===== src/rtl/qftv_pkg.sv =====
// shared types and constants for the shortest-arc quaternion core
package qftv_pkg;

  // field formats
  localparam int IN_W     = 16;
  localparam int OUT_FRAC = 14;
  localparam int OUT_W    = OUT_FRAC + 2;

  // integer square root datapath
  localparam int RAD_W  = 64;
  localparam int ROOT_W = RAD_W / 2;

  // opposite-vector threshold, as a left shift of the real part
  localparam int OPP_SHIFT = 20;

  // component magnitudes are brought below 2^NORM_W before squaring
  localparam int NORM_W = 30;

  // quotient bits of the normalizing divide
  localparam int QUO_W = OUT_FRAC + 1;

  typedef struct packed {
    logic signed [IN_W-1:0] u_x;
    logic signed [IN_W-1:0] u_y;
    logic signed [IN_W-1:0] u_z;
    logic signed [IN_W-1:0] v_x;
    logic signed [IN_W-1:0] v_y;
    logic signed [IN_W-1:0] v_z;
  } qftv_in_t;

  typedef struct packed {
    logic signed [OUT_W-1:0] q_real;
    logic signed [OUT_W-1:0] q_i;
    logic signed [OUT_W-1:0] q_j;
    logic signed [OUT_W-1:0] q_k;
    logic                    degenerate;
  } qftv_out_t;

endpackage


===== src/rtl/qftv_isqrt.sv =====
// pipelined integer square root, one result bit per register stage
module qftv_isqrt import qftv_pkg::*; (
  input  logic              clk,
  input  logic              en,
  input  logic [RAD_W-1:0]  radicand,
  output logic [ROOT_W-1:0] root
);

  logic [RAD_W-1:0] rem_q [ROOT_W];
  logic [RAD_W-1:0] acc_q [ROOT_W];

  for (genvar k = 0; k < ROOT_W; k++) begin : g_step
    localparam logic [RAD_W-1:0] BIT = RAD_W'(1) << (RAD_W - 2 - 2 * k);
    logic [RAD_W-1:0] rem_in;
    logic [RAD_W-1:0] acc_in;
    logic [RAD_W-1:0] trial;

    // stage input: the radicand for the first step, the previous stage otherwise
    if (k == 0) begin : g_first
      assign rem_in = radicand;
      assign acc_in = '0;
    end else begin : g_next
      assign rem_in = rem_q[k-1];
      assign acc_in = acc_q[k-1];
    end

    assign trial = acc_in + BIT;

    // one restoring step
    always_ff @(posedge clk) begin
      if (en) begin
        if (rem_in >= trial) begin
          rem_q[k] <= rem_in - trial;
          acc_q[k] <= (acc_in >> 1) + BIT;
        end else begin
          rem_q[k] <= rem_in;
          acc_q[k] <= acc_in >> 1;
        end
      end
    end
  end

  assign root = acc_q[ROOT_W-1][ROOT_W-1:0];

endmodule


===== config.mk =====
export PLATFORM = sky130hd
export DESIGN_NAME = qftv_isqrt
export DESIGN_NICKNAME = d
export VERILOG_FILES = /design/src/rtl/qftv_pkg.sv /design/src/rtl/qftv_isqrt.sv
export SDC_FILE = /design/constraint.sdc
export NUM_CORES = 2
export LEC_CHECK = 0
export BUFFER_PORTS_ARGS = -buffer_cell sky130_fd_sc_hd__buf_2
export CAP_MARGIN = 20
export CORE_UTILIZATION = 45
export DETAILED_ROUTE_END_ITERATION = 7
export GPL_TIMING_DRIVEN = 1
export PLACE_DENSITY_LB_ADDON = 0.05
export SYNTH_ARGS = -nofsm -noshare
export SYNTH_HDL_FRONTEND = slang
export SYNTH_SLANG_ARGS = --single-unit

===== constraint.sdc =====
create_clock -name clk -period 4.92 [get_ports clk]
set_input_delay 0.738 -clock clk [delete_from_list [all_inputs] [get_ports clk]]
set_output_delay 0.738 -clock clk [all_outputs]
set_load 0.05 [all_outputs]

# --- Word level (Yosys, flattened, before mapping) ---
# Memory sizes are Yosys's and may differ from the RTL's.
# Cells that the tools add are included.
# Widths: inputs -> output; s select.
word_totals:
  inputBits: 66
  word_cells: 448
  output_inout_bits: 32
  regBits: 0
  n_memories: 2
  ramBits: 4096
classes:
  addsub: 94
  mux: 256
  bitwise_logic: 64
  n_lt_le_gt_ge: 32
mem_list:
  columns: ["name", "depth", "width", "rd", "rd_ports_with_merged_regs", "write_ports", "line_no", "source"]
  rows:
  - ["acc_q", 32, 64, 32, 0, 32, "qftv_isqrt.sv:10", "logic [RAD_W-1:0] acc_q [ROOT_W];"]
  - ["rem_q", 32, 64, 31, 0, 32, "qftv_isqrt.sv:9", "logic [RAD_W-1:0] rem_q [ROOT_W];"]
ops:
  columns: ["operator", "count"]
  rows:
  - ["$mux 64", 64]
  - ["$ge 64x64->1", 31]
  - ["$sub 64x64->64", 31]
  - ["$mux 1", 192]
  - ["$add 63x1->64 const B", 1]
  - ["$add 63x11->64 const B", 1]
  - ["$add 63x13->64 const B", 1]
  - ["$add 63x15->64 const B", 1]
  - ["$add 63x17->64 const B", 1]
  - ["$add 63x19->64 const B", 1]
  - ["$add 63x21->64 const B", 1]
  - ["$add 63x23->64 const B", 1]
  - ["$add 63x25->64 const B", 1]
  - ["$add 63x27->64 const B", 1]
  - ["$add 63x29->64 const B", 1]
  - ["$add 63x3->64 const B", 1]
  - ["$add 63x31->64 const B", 1]
  - ["$add 63x33->64 const B", 1]
  - ["$add 63x35->64 const B", 1]
  - ["$add 63x37->64 const B", 1]
  - ["$add 63x39->64 const B", 1]
  - ["$add 63x41->64 const B", 1]
  - ["$add 63x43->64 const B", 1]
  - ["$add 63x45->64 const B", 1]
  - ["other kinds (45)", 108]

# --- Logic depth before layout (Yosys ltp) ---
# An unclocked memory read counts as a cell.
depth:
  ltp_word: 7
  mapped_depth: 15
  depth_no_buf: 13

# --- Worst setup path after synthesis ---
# OpenSTA, ideal clock, no wires.
synth_path:
  path_kind: "input-to-reg"
  start: "input en"
  end: "memory acc_q[28][6] (netlist: acc_q[1][774]), enable pin"
  path_slack_ns: 0.316
  path_stages: 4
  path_buffers: 4
  setup_time_ns: 0.485
  required_time_ns: 4.435
  t_arrival_ns: 4.119
  cell_sequence: "clkbuf_1 > clkbuf_1 > clkbuf_1 > clkbuf_1"
synth_rtl:
  columns: ["element", "line_no", "source"]
  rows:
  - ["start: declaration", "qftv_isqrt.sv:4", "input logic en,"]
  - ["end: declaration", "qftv_isqrt.sv:10", null]

==> metrics <==
port bufs=between 90 and 100; number of library cell types mapped by synthesis=97; CP max stage delay=about 0.73 ns; layout cells sized above 1=0.0746; row cnt=between 150 and 200; final hold vios=0; GRT Overall Usage=0.238; setup bufs post-CTS=0; Critical Path End=rem_q[1][689]; non-filler cells in the finished layout=approximately 14000; vias in the first global route=~75000; max cap viols=0; final wirelength=around 330000 um; Min Hold Slack=about 0.18 ns; maximum VDD drop=between 0.2 and 0.3 mV; worst reg2reg startpoint=rem_q[1][593]; Clock Skew=~0.054 ns; via/cell ratio=about 5.7; Rel. slew slack=0.147; fraction of registers with async set/reset=0; status=complete, no violations; Post-Syn Nets=around 10000; syn_area_per_cell=12.5 um^2; Internal Dissipation=~45 mW; Seq pwr share=0.464; top cell type's share of synthesized area=0.625; most frequent cells in the layout=2512 x edfxtp_1, 700 x inv_1, 695 x nand2_1, 558 x ha_1, 555 x nor2_1; RR Endpoint=rem_q[1][689]; gr ovfl total=0; total chip power=approximately 64 mW; number of synthesized register bits=2512; sequential share of the synthesized area=0.625; setup TNS=0 ns; RSZ-0062 raised after global routing=false; Critical path origin=rem_q[1][593]; synth top area cells=edfxtp_1 63%, ha_1 5.8%, xor2_1 3.4%; R2R Setup Slk=0.35 ns; core area=roughly 270000 um^2; final period utilization=0.928; CP cell instances=ha_1 > nand3_1 > nor3_1 > o21ai_0 > a21oi_1 > o21ai_0 > o21ai_1 > a311oi_4 > nand4bb_1 > nor3_1 > xor2_1; gpl congestion=~0.89; Placed Instances=about 13000; GR Layer Usage met2=0.351; Req. time, crit path=around 5.6 ns; antenna violations before repair=20; M3 GR Usage=0.0363; CTS tree=yes; first-pass GRT wire length=roughly 480000 um; commonest non-fill, non-tap cell in the layout=edfxtp_1; Max Fanout on Critical Path=5; Initial Utilization=0.454; R2R depth=11; antenna-violating nets left=0; fill count=~23000; switching power=approximately 19 mW; Top FF cell, synth=edfxtp_1; clock transition at the registers of the reported paths=~0.060 ns; Ys Warns=0; Max Transition Viols Final=0; fin crit period=about 4.6 ns; Detailed Routing Iterations Pass 1=6; Final #Nets=about 11000; I/O pins=98; met1 Use GR=0.363; top cell type by total area after synthesis=edfxtp_1; HPWL after DPL=247000 um; Comb pwr share=0.203; Power Dens Cells=around 470 nW/um^2; Clk Tree Root Cell=clkbuf_16; Setup CP Type=register to register; Worst EP arrival=between 5 and 6 ns; largest net degree at the start of global routing=191; number of flops mapped to enable cells by yosys=2512; Mapped Area=about 120000 um^2; drt wl/cell=approximately 24 um; clk_lat worst skew=around 0.90 ns; Leakage=roughly 51 nW; actual slew at the worst max-slew pin=approximately 1.3 ns; die area=approximately 270000 um^2; Clock Path Buffers=4; Most Crowded Layer GR=met1; Die Width=520 um; crit path capture type=register; CTS sink cnt=between 2000 and 3000; TritonCTS Buffers=282; Finish-stage setup viols=0; Mapped Cells=roughly 9600; power share of the clock group=0.333; chip height=520 um; via count=~78000; CP Launch Type=register; Area Overhead vs Synth=12.3%; drt initial violations=roughly 7600; switch share=0.301; H-tree depth=5; Critical Path Slowest Stage Cell=nor3_1; achievable frequency=approximately 0.22 GHz; DRC Markers=0; min-delay worst type=input pin to register
kinds of logic after synthesis:
| logic type | after synthesis | share of synthesized area |
|---|---|---|
| mux | 65 | 0.00594 |
| xor+xnor | 878 | 0.0637 |
| compound gates | 1849 | 0.0954 |
| flops | 2512 | 0.625 |
| simple gates | 2832 | 0.121 |
| fa+ha+maj | 558 | 0.0579 |
| buf+inv | 949 | 0.0307 |
flip-flops by register name, summed over array words and instances (netlist names):
name	flops
acc_q	528
rem_q	1984
worst min path at each step:
| stage | startpoint | end | slack [ns] | cells after the start |
|---|---|---|---|---|
| finish | radicand[62] | rem_q[0][62] | 0.18 | 2 |
| global route | radicand[62] | rem_q[0][62] | 0.14 | 2 |
| CTS | radicand[62] | rem_q[0][62] | 0.1 | 2 |
| detailed placement | rem_q[0][979] | rem_q[1][19] | 0.43 | 0 |
| global placement | rem_q[0][980] | rem_q[1][20] | 0.43 | 0 |
| floorplan | rem_q[0][733] | rem_q[0][797] | 0.42 | 0 |
final cells by class:
| class | instances | area (um^2) | share of cell area |
|---|---|---|---|
| Multi-Input combinational cell | 6182 | 41600 | 0.307 |
| Sequential cell | 2512 | 75400 | 0.557 |
| Clock buffer | 326 | 7260 | 0.0536 |
| Timing Repair Buffer | 265 | 2010 | 0.0149 |
| Clock inverter | 183 | 2030 | 0.0150 |
| Inverter | 703 | 2640 | 0.0195 |
| Tap cell | 3533 | 4420 | 0.0326 |
| Antenna cell | 13 | 32.5 | 0.000240 |
metrics by stage:
step	area, um^2	worst slack [ns]	util
2_1_floorplan	121000	0.316	-
3_3_place_gp	125000	0.219	0.472
3_5_place_dp	125000	0.186	0.472
4_1_cts	135000	0.151	0.509
5_1_grt	135000	0.111	0.509
6_report	135000	0.352	0.510
critical path, delay by kind of cell, from the launching register on:
family,cells,cell delay (ns)
AOI/OAI and AO/OA,5,1.79
and+or+nand+nor,4,1.57
DFF,1,0.39
adders and majority gates,1,0.37
xor gates and xnor gates,1,0.26
per-layer routing:
metal / vias to the layer above / routed length (um)
li1: 36700 / -
met1: 38100 / 156000
met2: 2375 / 140000
met3: 452 / 22300
met4: 0 / 8260
met5: - / 0
power groups by stage:
stage	Combinational [mW]	Sequential (mW)	Clock [mW]
after floorplan	9.36	28.7	0
after global placement	12.7	30.1	0
after detailed placement	12.7	30.1	0
after CTS	12.9	29.7	21.9
after global routing	14.4	30.0	22.6
final	13.0	29.8	21.3
synth_stat cells (29+ instances only):
cell type and instances:
a211oi_1 49, a21o_1 242, a21oi_1 532, a31oi_1 46
and2_1 35, and3_1 45, buf_4 32, clkbuf_1 192
edfxtp_1 2512, ha_1 558, inv_1 701, mux2_2 53
nand2_1 695, nand2b_1 112, nand3_1 165, nand4_1 142
nand4b_1 29, nor2_1 556, nor2b_1 64, nor3_1 257
nor4_1 359, nor4b_1 44, o211ai_1 42, o21a_1 100
o21ai_0 537, o21bai_1 52, o31ai_1 49, or2_2 39
or3_1 118, or4_1 59, xnor2_1 410, xor2_1 468
timing repair:
action                                  4_1_cts  5_1_grt
endpoints found under the setup margin        0       10
gates resized for setup                       0        1
endpoints found under the hold margin        62        0
hold buffers                                 62        0
No activity file was read; power rests on OpenSTA's default activity.
